`src/hw/rtl/ctc_greedy_decoder_macros.svh`:
```
// ----------------------------------------------------------------------------
// CTC greedy decoder assertion macros
// Shared concurrent assertion wrappers, empty under synthesis.
// ----------------------------------------------------------------------------
`ifndef CTC_GREEDY_DECODER_MACROS_SVH
`define CTC_GREEDY_DECODER_MACROS_SVH
`ifndef SYNTHESIS
// expression must hold at every clock edge out of reset
`define CTCGD_ASSERT_ALWAYS(lbl, expr) \
  lbl: assert property (@(posedge clk) disable iff (!rst_n) (expr)) \
    else $error("ctc_greedy_decoder: assertion failed");
// antecedent implies consequent in the same cycle
`define CTCGD_ASSERT_IMPLIES(lbl, ante, cons) \
  lbl: assert property (@(posedge clk) disable iff (!rst_n) (ante) |-> (cons)) \
    else $error("ctc_greedy_decoder: assertion failed");
`else
`define CTCGD_ASSERT_ALWAYS(lbl, expr)
`define CTCGD_ASSERT_IMPLIES(lbl, ante, cons)
`endif
`endif

```
`src/hw/rtl/ctcgd_pkg.sv`:
```
// ----------------------------------------------------------------------------
// ctcgd_pkg
// Shared types and constants of the CTC greedy decoder.
// ----------------------------------------------------------------------------
package ctcgd_pkg;

  localparam int unsigned DEF_MAX_CLASSES = 8192;
  localparam int unsigned DEF_MAX_STEPS   = 256;

  localparam int unsigned PROB_W    = 16;  // Q0.16 probability
  localparam int unsigned CHAR_W    = 13;  // emitted index width
  localparam int unsigned TABLE_W   = 14;  // char_table_size register
  localparam int unsigned SUM_W     = 24;  // score accumulator
  localparam int unsigned MEAN_W    = 16;  // reported mean score

  localparam logic [TABLE_W-1:0] TABLE_RESET = 14'd8192;

  typedef enum logic {
    ST_RUN,
    ST_DIV
  } ctcgd_state_t;

endpackage

```
`src/hw/rtl/ctcgd_divider.sv`:
```
// ----------------------------------------------------------------------------
// ctcgd_divider
// Restoring radix-2 unsigned divider, one quotient bit per cycle.
// ----------------------------------------------------------------------------
module ctcgd_divider #(
  parameter int unsigned DEN_W = 9
) (
  input  logic                          clk,
  input  logic                          rst_n,
  input  logic                          start,
  input  logic [ctcgd_pkg::SUM_W-1:0]   dividend,
  input  logic [DEN_W-1:0]              divisor,
  output logic                          done,
  output logic [ctcgd_pkg::SUM_W-1:0]   quotient
);

  localparam int unsigned NUM_W = ctcgd_pkg::SUM_W;
  localparam int unsigned ITER_W = $clog2(NUM_W);
  localparam logic [ITER_W-1:0] LAST_ITER = ITER_W'(NUM_W - 1);

  logic              busy_r, busy_nxt;
  logic              done_r, done_nxt;
  logic [ITER_W-1:0] iter_r, iter_nxt;
  logic [DEN_W-1:0]  rem_r, rem_nxt;
  logic [DEN_W-1:0]  den_r, den_nxt;
  logic [NUM_W-1:0]  quo_r, quo_nxt;
  logic [DEN_W:0]    trial;
  logic [DEN_W:0]    diff;
  logic              fits;

  // shift next dividend bit into partial remainder, try subtract
  assign trial = {rem_r, quo_r[NUM_W-1]};
  assign diff  = trial - {1'b0, den_r};
  assign fits  = (trial >= {1'b0, den_r});

  always_comb begin
    busy_nxt = busy_r;
    done_nxt = 1'b0;
    iter_nxt = iter_r;
    rem_nxt  = rem_r;
    den_nxt  = den_r;
    quo_nxt  = quo_r;
    if (start) begin
      busy_nxt = 1'b1;
      iter_nxt = '0;
      rem_nxt  = '0;
      den_nxt  = divisor;
      quo_nxt  = dividend;
    end else if (busy_r) begin
      rem_nxt = fits ? diff[DEN_W-1:0] : trial[DEN_W-1:0];
      quo_nxt = {quo_r[NUM_W-2:0], fits};
      iter_nxt = iter_r + 1'b1;
      if (iter_r == LAST_ITER) begin
        busy_nxt = 1'b0;
        done_nxt = 1'b1;
      end
    end
  end

  always_ff @(posedge clk) begin
    if (!rst_n) begin
      busy_r <= 1'b0;
      done_r <= 1'b0;
      iter_r <= '0;
    end else begin
      busy_r <= busy_nxt;
      done_r <= done_nxt;
      iter_r <= iter_nxt;
    end
  end

  always_ff @(posedge clk) begin
    rem_r <= rem_nxt;
    den_r <= den_nxt;
    quo_r <= quo_nxt;
  end

  assign done     = done_r;
  assign quotient = quo_r;

endmodule

```
`src/hw/rtl/ctc_greedy_decoder.sv`:
```
// ----------------------------------------------------------------------------
// ctc_greedy_decoder
// Streaming CTC greedy (best path) decoder with mean character score.
// ----------------------------------------------------------------------------
// Usage:
//  - in_*: one class probability word per cycle, classes in order. in_step_end
//    marks the last class of a time step, in_seq_end (with in_step_end) the
//    last step of a sequence. A word moves when in_valid is high and in_stall
//    is low.
//  - out_*: at most one result word per step end: an emitted character, a
//    sequence summary (mean score or no_chars), or both. Moves on
//    out_valid && !out_stall.
//  - cfg_*: char_table_size, written while the block is idle.
// Throughput: one input word per cycle while in_stall is low. A sequence end
// with characters counted runs the radix-2 divider over 24 quotient bits, so
// that word blocks the input until the divider is done.
// Output: step-end results are registered and appear in the cycle after
// acceptance; a sequence summary that needs the divider appears once it is done.
// Reset: all step and score state cleared, prev winner is blank, table size
// 8192, output empty.
// Stall: the single output register holds its word while out_stall is high;
// the input then stalls until it is taken.
// ----------------------------------------------------------------------------
`include "ctc_greedy_decoder_macros.svh"

module ctc_greedy_decoder #(
  parameter int unsigned MAX_CLASSES = ctcgd_pkg::DEF_MAX_CLASSES,
  parameter int unsigned MAX_STEPS   = ctcgd_pkg::DEF_MAX_STEPS
) (
  input  logic                             clk,
  input  logic                             rst_n,
  // config
  input  logic                             cfg_wr_en,
  input  logic [ctcgd_pkg::TABLE_W-1:0]    cfg_wr_data,
  // input words
  input  logic                             in_valid,
  output logic                             in_stall,
  input  logic [ctcgd_pkg::PROB_W-1:0]     in_class_prob,
  input  logic                             in_step_end,
  input  logic                             in_seq_end,
  // result words
  output logic                             out_valid,
  input  logic                             out_stall,
  output logic                             out_char_valid,
  output logic [ctcgd_pkg::CHAR_W-1:0]     out_char_index,
  output logic                             out_seq_done,
  output logic [ctcgd_pkg::MEAN_W-1:0]     out_mean_score,
  output logic                             out_no_chars
);

  localparam int unsigned CC_W  = $clog2(MAX_CLASSES + 1); // counter reaches limit
  localparam int unsigned IDX_W = $clog2(MAX_CLASSES);
  localparam int unsigned CNT_W = $clog2(MAX_STEPS + 1);
  localparam logic [CC_W-1:0]  CC_LIMIT  = CC_W'(MAX_CLASSES);
  localparam logic [CNT_W-1:0] CNT_LIMIT = CNT_W'(MAX_STEPS);

  localparam int unsigned PROB_W = ctcgd_pkg::PROB_W;
  localparam int unsigned SUM_W  = ctcgd_pkg::SUM_W;

  // --------------------------------------------------------------------------
  // State
  // --------------------------------------------------------------------------
  ctcgd_pkg::ctcgd_state_t state_r, state_nxt;

  logic [ctcgd_pkg::TABLE_W-1:0] table_size_r;
  logic [PROB_W-1:0]             best_prob_r, best_prob_nxt;
  logic [IDX_W-1:0]              best_idx_r, best_idx_nxt;
  logic [CC_W-1:0]               class_cnt_r, class_cnt_nxt;
  logic [IDX_W-1:0]              prev_idx_r, prev_idx_nxt;
  logic [SUM_W-1:0]              sum_r, sum_nxt;
  logic [CNT_W-1:0]              count_r, count_nxt;

  logic                          out_valid_r, out_valid_nxt;
  logic                          out_char_valid_r;
  logic [ctcgd_pkg::CHAR_W-1:0]  out_char_index_r;
  logic                          out_seq_done_r;
  logic [ctcgd_pkg::MEAN_W-1:0]  out_mean_r;
  logic                          out_no_chars_r;

  // --------------------------------------------------------------------------
  // Step datapath
  // --------------------------------------------------------------------------
  logic              in_acc;
  logic              in_range;     // class still takes part in argmax
  logic              take;         // this class is the new running max
  logic [PROB_W-1:0] win_prob;
  logic [IDX_W-1:0]  win_idx;
  logic              is_char;      // counted character at this step end
  logic              scored;       // character also enters the score
  logic              emit;
  logic [SUM_W-1:0]  sum_step;
  logic [CNT_W-1:0]  count_step;
  logic              seq_fin;
  logic              need_div;
  logic              load_now;     // result word complete on this accept
  logic              div_start;
  logic              div_done;
  logic [SUM_W-1:0]  div_quo;

  assign in_acc   = in_valid && !in_stall;
  assign in_range = (class_cnt_r != CC_LIMIT);
  assign take     = in_range && ((class_cnt_r == '0) || (in_class_prob > best_prob_r));

  // winner including the word being accepted
  assign win_prob = take ? in_class_prob : best_prob_r;
  assign win_idx  = take ? class_cnt_r[IDX_W-1:0] : best_idx_r;

  assign is_char  = (win_idx != '0) && (win_idx != prev_idx_r);
  assign scored   = is_char && (count_r != CNT_LIMIT);
  assign emit     = is_char && (32'(win_idx) < 32'(table_size_r));

  assign sum_step   = scored ? (sum_r + SUM_W'(win_prob)) : sum_r;
  assign count_step = scored ? (count_r + 1'b1) : count_r;

  assign seq_fin  = in_acc && in_step_end && in_seq_end;
  assign need_div = seq_fin && (count_step != '0);
  assign load_now = in_acc && in_step_end && (emit || in_seq_end) && !need_div;

  always_comb begin
    best_prob_nxt = best_prob_r;
    best_idx_nxt  = best_idx_r;
    class_cnt_nxt = class_cnt_r;
    prev_idx_nxt  = prev_idx_r;
    sum_nxt       = sum_r;
    count_nxt     = count_r;
    if (in_acc) begin
      if (in_step_end) begin
        best_prob_nxt = '0;
        best_idx_nxt  = '0;
        class_cnt_nxt = '0;
        if (in_seq_end) begin
          // divider has latched the operands; start a fresh sequence
          prev_idx_nxt = '0;
          sum_nxt      = '0;
          count_nxt    = '0;
        end else begin
          prev_idx_nxt = win_idx;
          sum_nxt      = sum_step;
          count_nxt    = count_step;
        end
      end else begin
        best_prob_nxt = win_prob;
        best_idx_nxt  = win_idx;
        if (in_range) begin
          class_cnt_nxt = class_cnt_r + 1'b1;
        end
      end
    end
  end

  // --------------------------------------------------------------------------
  // Sequencer
  // --------------------------------------------------------------------------
  always_comb begin
    state_nxt = state_r;
    unique case (state_r)
      ctcgd_pkg::ST_RUN: begin
        if (need_div) begin
          state_nxt = ctcgd_pkg::ST_DIV;
        end
      end
      ctcgd_pkg::ST_DIV: begin
        if (div_done) begin
          state_nxt = ctcgd_pkg::ST_RUN;
        end
      end
      default: state_nxt = ctcgd_pkg::ST_RUN;
    endcase
  end

  always_comb begin
    in_stall  = 1'b1;
    div_start = 1'b0;
    unique case (state_r)
      ctcgd_pkg::ST_RUN: begin
        // one-deep output: free, or being drained this cycle
        in_stall  = out_valid_r && out_stall;
        div_start = need_div;
      end
      ctcgd_pkg::ST_DIV: begin
        in_stall  = 1'b1;
        div_start = 1'b0;
      end
      default: begin
        in_stall  = 1'b1;
        div_start = 1'b0;
      end
    endcase
  end

  ctcgd_divider #(
    .DEN_W (CNT_W)
  ) u_div (
    .clk      (clk),
    .rst_n    (rst_n),
    .start    (div_start),
    .dividend (sum_step),
    .divisor  (count_step),
    .done     (div_done),
    .quotient (div_quo)
  );

  // --------------------------------------------------------------------------
  // Output register
  // --------------------------------------------------------------------------
  always_comb begin
    out_valid_nxt = out_valid_r;
    if (load_now || div_done) begin
      out_valid_nxt = 1'b1;
    end else if (out_valid_r && !out_stall) begin
      out_valid_nxt = 1'b0;
    end
  end

  always_ff @(posedge clk) begin
    // char fields are written at the step end; a pending summary keeps them
    if (in_acc && in_step_end) begin
      out_char_valid_r <= emit;
      out_char_index_r <= emit ? ctcgd_pkg::CHAR_W'(win_idx) : '0;
      out_seq_done_r   <= in_seq_end;
      out_mean_r       <= '0;
      out_no_chars_r   <= in_seq_end && !need_div;
    end else if (div_done) begin
      out_mean_r       <= div_quo[ctcgd_pkg::MEAN_W-1:0];
    end
  end

  always_ff @(posedge clk) begin
    if (!rst_n) begin
      state_r      <= ctcgd_pkg::ST_RUN;
      table_size_r <= ctcgd_pkg::TABLE_RESET;
      best_prob_r  <= '0;
      best_idx_r   <= '0;
      class_cnt_r  <= '0;
      prev_idx_r   <= '0;
      sum_r        <= '0;
      count_r      <= '0;
      out_valid_r  <= 1'b0;
    end else begin
      state_r      <= state_nxt;
      if (cfg_wr_en) begin
        table_size_r <= cfg_wr_data;
      end
      best_prob_r  <= best_prob_nxt;
      best_idx_r   <= best_idx_nxt;
      class_cnt_r  <= class_cnt_nxt;
      prev_idx_r   <= prev_idx_nxt;
      sum_r        <= sum_nxt;
      count_r      <= count_nxt;
      out_valid_r  <= out_valid_nxt;
    end
  end

  assign out_valid      = out_valid_r;
  assign out_char_valid = out_char_valid_r;
  assign out_char_index = out_char_index_r;
  assign out_seq_done   = out_seq_done_r;
  assign out_mean_score = out_mean_r;
  assign out_no_chars   = out_no_chars_r;

  // --------------------------------------------------------------------------
  // Assertions
  // --------------------------------------------------------------------------
  // quotient lands only while waiting on it, into an empty output slot
  `CTCGD_ASSERT_IMPLIES(a_div_slot_free, div_done,
                        (state_r == ctcgd_pkg::ST_DIV) && !out_valid_r)
  // a word without a sequence summary must carry a character
  `CTCGD_ASSERT_IMPLIES(a_word_has_payload, out_valid_r && !out_seq_done_r,
                        out_char_valid_r)
  // emitted characters are never blank
  `CTCGD_ASSERT_IMPLIES(a_char_not_blank, out_valid_r && out_char_valid_r,
                        out_char_index_r != '0)
  // summary is either a mean or no_chars, never both
  `CTCGD_ASSERT_IMPLIES(a_no_chars_zero_mean, out_valid_r && out_no_chars_r,
                        out_seq_done_r && (out_mean_r == '0))
  // character count saturates at the step limit
  `CTCGD_ASSERT_ALWAYS(a_count_bound, count_r <= CNT_LIMIT)

endmodule

```
`config.mk`:
```
export PLATFORM = sky130hd
export DESIGN_NAME = ctc_greedy_decoder
export DESIGN_NICKNAME = d
export VERILOG_FILES = /design/src/hw/rtl/ctcgd_pkg.sv /design/src/hw/rtl/ctcgd_divider.sv /design/src/hw/rtl/ctc_greedy_decoder.sv
export VERILOG_INCLUDE_DIRS = /design/src /design/src/hw/rtl
export SDC_FILE = /design/constraint.sdc
export NUM_CORES = 1
export LEC_CHECK = 0
export BUFFER_PORTS_ARGS = -buffer_cell sky130_fd_sc_hd__buf_2
export CAP_MARGIN = 20
export CELL_PAD_IN_SITES_DETAIL_PLACEMENT = 0
export CELL_PAD_IN_SITES_GLOBAL_PLACEMENT = 1
export CORE_ASPECT_RATIO = 1.1
export CORE_MARGIN = 2
export CORE_UTILIZATION = 30
export DETAILED_ROUTE_END_ITERATION = 16
export PLACE_DENSITY = 0.52
export SYNTH_ARGS = -nofsm -noshare
export SYNTH_HDL_FRONTEND = slang
export SYNTH_SLANG_ARGS = --single-unit
```
`constraint.sdc`:
```
create_clock -name clk -period 6.5 [get_ports clk]
set_clock_uncertainty 0.1 [all_clocks]
set_input_delay 0.325 -clock clk [delete_from_list [all_inputs] [get_ports clk]]
set_output_delay 0.325 -clock clk [all_outputs]
set_load 0.01 [all_outputs]
```
### Word level (Yosys, flattened, before mapping)

Cells that the tools add are included.

| cells by class | value |
|---|---|
| mux-type cells | 25 |
| equality and inequality tests | 4 |
| $lt $le $gt $ge | 3 |
| $add $sub $neg | 5 |
| reduce and logical (&&, ||, !) cells | 29 |
| bitwise gates (word level) | 3 |

Operator list:

| operator | count |
|---|---|
| two-way mux 24 bit | 4 |
| two-way mux 13 bit | 3 |
| two-way mux 16 bit | 2 |
| two-way mux 14 bit | 2 |
| two-way mux 9 bit | 3 |
| adder 24 x 16 -> 24 bit | 1 |
| > comparator 16 bit | 1 |
| adder 14 x 1 -> 14 bit (second input constant) | 1 |
| zero test 14 bit | 1 |
| < comparator 13 x 14 -> 1 bit | 1 |
| != test 14 bit (second input constant) | 1 |
| logical AND 1 bit | 13 |
| != test 13 bit | 1 |
| nonzero test 13 bit | 1 |
| greater-or-equal comparator 10 x 9 -> 1 bit | 1 |
| adder 9 x 1 -> 9 bit (second input constant) | 1 |
| != test 9 bit (second input constant) | 1 |
| nonzero test 9 bit | 1 |
| subtractor 9 bit | 1 |
| two-way mux 1 bit | 8 |
| case mux 1 bit (2 select lines) | 3 |
| nonzero test 2 bit | 3 |
| adder 5 x 1 -> 5 bit (second input constant) | 1 |
| == test 5 bit (second input constant) | 1 |
| other kinds (6) | 13 |

| storage, ports and cells | value |
|---|---|
| register bits | 186 |
| output and inout bits | 34 |
| input bits | 37 |
| word-level logic and storage cells | 89 |

### Logic depth before layout (Yosys ltp)

| logic depth | value |
|---|---|
| depth in word-level cells | 14 |
| depth in mapped cells | 26 |
| mapped depth without buffers | 23 |

### Cells and area by module

From an unflattened synthesis, not the netlist that was laid out.

| second synthesis, totals | value |
|---|---|
| cells, all modules | 1157 |
| area, all modules | 10657.7 µm² |

Modules (own cells, without submodules):

| module | area an instance (µm²) | times used | cells each | sequential area each (µm²) |
|---|---|---|---|---|
| ctc_greedy_decoder | 8235.4 | 1 | 955 | 2902.8 |
| ctcgd_divider | 2422.3 | 1 | 202 | 1311.3 |

### Worst setup path before layout

No wires, ideal clock.

| timing | value |
|---|---|
| kind | reg2reg |
| from | register best_prob_r[14] |
| to | register u_div.quo_r[22] (netlist: u_div.quotient[22]), data pin |
| path slack | 0.785 ns |
| library setup time | 0.260 ns |
| required time | 6.140 ns |
| buffers on the path | 3 |
| period minus slack after synthesis | 5.715 ns |
| cell stages (with the launch flop) | 26 |
| arrival | 5.355 ns |
| cells stage by stage | dfxtp_1 -> inv_1 -> ha_1 -> a21oi_1 -> nand2_1 -> a211o_1 -> a211oi_2 -> o21a_1 -> buf_6 -> buf_4 -> buf_1 -> o21ai_0 -> ha_1 -> fa_1 -> a21o_1 -> a21oi_1 -> o21ai_0 -> a31o_2 -> o41ai_1 -> nor2_1 -> a211oi_1 -> o21ai_0 -> and3_1 -> nand3_1 -> xnor2_1 -> mux2_4 |

| between the ends | value |
|---|---|
| cells in the longest elaborated chain, start to end | 12 |
| elaborated cells between the ends (all ways) | 16 |
| classes of those cells | 1 x add/sub; 1 x order compare; 1 x eq/ne; 6 x mux; 7 x reduce/logical |

RTL lines:

| item | line | text |
|---|---|---|
| start, declared | ctc_greedy_decoder.sv:66 | `logic [PROB_W-1:0] best_prob_r, best_prob_nxt;` |
| start signal, assigned | ctc_greedy_decoder.sv:244 | `best_prob_r <= best_prob_nxt;` |
| > comparator 16 bit | ctc_greedy_decoder.sv:102 | `assign take = in_range && ((class_cnt_r == '0) \|\| (in_class_prob > best_prob_r));` |
| logical OR 1 bit | ctc_greedy_decoder.sv:102 |  |
| logical AND 1 bit | ctc_greedy_decoder.sv:102 |  |
| two-way mux 13 bit | ctc_greedy_decoder.sv:106 | `assign win_idx = take ? class_cnt_r[IDX_W-1:0] : best_idx_r;` |
| != test 13 bit or nonzero test 13 bit (tied branches) | ctc_greedy_decoder.sv:108 | `assign is_char = (win_idx != '0) && (win_idx != prev_idx_r);` |
| logical AND 1 bit | ctc_greedy_decoder.sv:108 |  |
| logical AND 1 bit | ctc_greedy_decoder.sv:109 | `assign scored = is_char && (count_r != CNT_LIMIT);` |
| two-way mux 9 bit | ctc_greedy_decoder.sv:113 | `assign count_step = scored ? (count_r + 1'b1) : count_r;` |
| nonzero test 9 bit | ctc_greedy_decoder.sv:116 | `assign need_div = seq_fin && (count_step != '0);` |
| logical AND 1 bit | ctc_greedy_decoder.sv:116 |  |
| case mux 1 bit (2 select lines) | ctc_greedy_decoder.sv:174 | `unique case (state_r)` |
| two-way mux 24 bit (*) | ctcgd_divider.sv:43 | `if (start) begin` |
| via u_div.quo_nxt[22] | ctcgd_divider.sv:26 | `logic [NUM_W-1:0] quo_r, quo_nxt;` |
| end signal, assigned | ctcgd_divider.sv:75 | `quo_r <= quo_nxt;` |
| end, declared | ctcgd_divider.sv:26 |  |

The timed path passes the listed nets; every way through them passes the cells marked *.
A chain may end at the register's enable or synchronous reset.

### Worst setup path in the final report

Same ends and word-level chain as after synthesis.

==> summary.txt <==
Drt
  • DRT Pass-1 Iters: 4
  • DR iter-0 viols: between 300 and 400
  • ANT nets after route: 0
  • Drt wl/cell: about 17 microns
  • Post-route DRC: 0
  • DRT Wirelength: between 20000 and 30000 microns
  • Vias per Instance: 4.85
  • Routed vias: 7612

Yosys
  • Synth area leader: dfxtp_1
  • Synth area leaders: dfxtp_1 27%, edfxtp_1 14%, ha_1 7.0%, mux2i_1 5.0%, xnor2_1 3.6%
  • Yosys warns: 0
  • Ys flop type: dfxtp_1
  • Synthesized instance count: roughly 1100
  • Cell variety after synth: between 70 and 80
  • Mapped Area: slightly above 10000 sq um
  • Async SR Flop Fraction: 0
  • Post-Syn Nets: approximately 1200
  • #FFs+latches synth: roughly 190
  • EDFF count, synth: 49
  • Yosys top cell area share: 0.266
  • Avg Synthesized Cell Area: 9.70 sq um
  • Sequential area share after synthesis: 0.409

Floorplanning
  • Row cnt: slightly above 70
  • Die area: ~36000 sq um
  • Core Region: approximately 34000 sq um
  • Starting Density: 0.303
  • DIE WIDTH: around 180 microns
  • I/O pin total: roughly 70
  • Die height: 198 microns

Critical path
  • Critical path class: reg2reg
  • CP peak stage delay: 0.41 ns
  • CP max stage cell: fa_1
  • Crit-path cells: inv_1, ha_1, nand4_1, nor4_2, a21boi_1, a211oi_2, o21a_2, nand2_1, o21ai_0, ha_1, fa_1, a21o_1, a21oi_1, o21ai_0, a31o_2, o41ai_2, nor2_1, a211oi_1, o21ai_1, and3_1, nand3_1, xnor2_1, mux2_4
  • Startpoint Class: flop
  • CP Buf/Inv Count: 1
  • Max FO, Critical Path: 18
  • CP endpoint kind: flop
  • CP required: approximately 6.6 ns
  • CP top delay family: compound AO/OA/AOI/OAI gates
  • R2R setup slack: 0.73 ns
  • CP arrival: around 6 ns

STA
  • Slew Limit Fails: 0
  • Worst slew margin: 0.351
  • RSZ-0062 raised after global routing: no
  • Final Hold Viols: 0
  • Endpoints failing setup: 0
  • Setup TNS: 0 ns
  • Period utilization: 0.887
  • Crit path time final: a little under 6 ns
  • Fmax achieved: about 170 MHz
  • Worst Tran Pin Value: 0.971 ns

Clock tree
  • # clock sinks: between 150 and 200
  • Worst-path clk slew: roughly 0.080 ns
  • H-Tree Depth: 4
  • Max Buffers Root-to-Sink: 2
  • Root buf cell: clkbuf_16
  • Clk_lat worst skew: ~0.46 ns
  • Inserted Clock Buffers: 17
  • CTS tree: done

GRT
  • Global-route wire length before repair: approximately 43000 microns
  • Global route overflow: 0
  • Initial antenna violation count: 2
  • Vias in the first global route: 7631
  • Largest net degree at the start of global routing: 66
  • Total Routing Usage GR: 0.153

Placed design
  • RD Place Congestion: ~0.8
  • PortBufs: 70
  • HPWL after DPL: roughly 19000 microns

Finish
  • Share of cells above drive strength 1: 0.170
  • Area Overhead vs Synth: 14.0%
  • Nets: around 1200
  • Fillers: about 3600
  • Util after Layout: 0.345

Outcome
  • Outcome: finished clean

Min path
  • Hold WC Path Type: in2reg

Power and ir drop
  • P_leak: about 0.0047 uW
  • Peak supply drop: ~0.19 mV
  • PwrDens: roughly 230 nW/um^2

Job
  • Max_cap viols: 0
==> Yosys cell counts, drive strengths merged, types with 24 or more instances <==
| cell type | number |
|---|---|
| edfxtp | 49 |
| xnor2 | 42 |
| xor2 | 24 |
| nand2 | 67 |
| ha | 58 |
| a21oi | 29 |
| nor2 | 78 |
| mux2i | 53 |
| inv | 73 |
| dfxtp | 137 |
| nand3 | 24 |
| o21ai | 50 |
| clkbuf | 40 |
| mux2 | 55 |
| nor2b | 48 |
==> worst reg2reg max path, delay by kind of cell (launching register included) <==
kind,cells,cell delay (ns)
AO/OA/AOI/OAI,11,2.62
AND/OR/NAND/NOR,6,1.13
adder cells (fa/ha/maj),3,0.97
flip-flops,1,0.34
multiplexers,1,0.25
XOR/XNOR,1,0.07
buffers and inverters,1,0.05
==> flip-flops by register name, indices dropped and copies added (netlist names), 13 cells and up <==
signal,count
best_prob_r,16
prev_idx_r,13
table_size_r,14
out_char_index,13
best_idx_r,13
u_div.quotient,24
out_mean_score,16
sum_r,24
class_cnt_r,14
==> layout by cell type, fill, tap and decap left out, types with 22 or more instances in the layout <==
| master | count |
|---|---|
| dfxtp_1 | 137 |
| nor2_1 | 77 |
| inv_1 | 72 |
| buf_2 | 71 |
| nand2_1 | 67 |
| ha_1 | 58 |
| mux2i_1 | 51 |
| edfxtp_1 | 49 |
| o21ai_0 | 48 |
| nor2b_1 | 48 |
| xnor2_1 | 42 |
| mux2_2 | 32 |
| a21oi_1 | 29 |
| nand3_1 | 24 |
| xor2_1 | 24 |
| a22oi_1 | 22 |
==> power by group <==
part	internal, uW	total (uW)	switching, uW
clock network	557	1070	515
logic	164	381	217
registers	1220	1250	29.5
==> timing repair <==
item	CTS	global route
hold endpoints to repair	1	0
setup buffers	0	0
gates resized for setup	0	3
setup endpoints to repair	0	6
hold buffers	1	0
==> worst paths after layout <==
| check | cells past startpoint | from | end |
|---|---|---|---|
| setup / recovery | 23 | best_prob_r[14] | u_div.quotient[22] |
| hold / removal | 3 | cfg_wr_data[3] | table_size_r[3] |
| setup reg to reg | 23 | best_prob_r[14] | u_div.quotient[22] |
| hold reg to reg | 2 | u_div.rem_r[8] | u_div.rem_r[8] |
==> cell type report <==
class | count | area, sq um | area share
well taps | 438 | 548 | 0.0467
diodes | 1 | 2.50 | 0.000213
flip-flops and latches | 186 | 4210 | 0.359
clock inverters | 14 | 153 | 0.0130
inverters | 73 | 274 | 0.0233
multi-input cells | 749 | 5580 | 0.476
repair buffers | 89 | 526 | 0.0448
clock buffers | 18 | 439 | 0.0374
==> logic make-up after synthesis <==
family / share of synthesized area
AND/OR/NAND/NOR: 0.152
AO/OA/AOI/OAI: 0.137
flip-flops: 0.409
buffers and inverters: 0.0508
multiplexers: 0.121
XOR/XNOR: 0.0561
adder cells (fa/ha/maj): 0.0743
==> through the flow <==
stage	cell area (sq um)	setup slack (ns)	power [uW]	std cells	hold WS (ns)
finish	11700	0.734	2710	1568	0.0310
global route	11700	0.116	2850	1567	0.0234
CTS	11700	0.375	2760	1567	0.00144
detailed placement	11100	0.366	1660	1534	0.367
global placement	11100	0.484	1670	1532	0.365
floorplan	10300	0.785	1560	1062	0.324
==> per-layer routing <==
layer  track usage  wire length, microns  up-vias
met2         0.244                 12200       73
met1         0.213                 13400     3641
met4        0.0376                   242        2
met5             0                    11        -
met3        0.0316                   707       17
li1              -                     -     3879
Note: power is estimated with default switching activity, not from simulation.
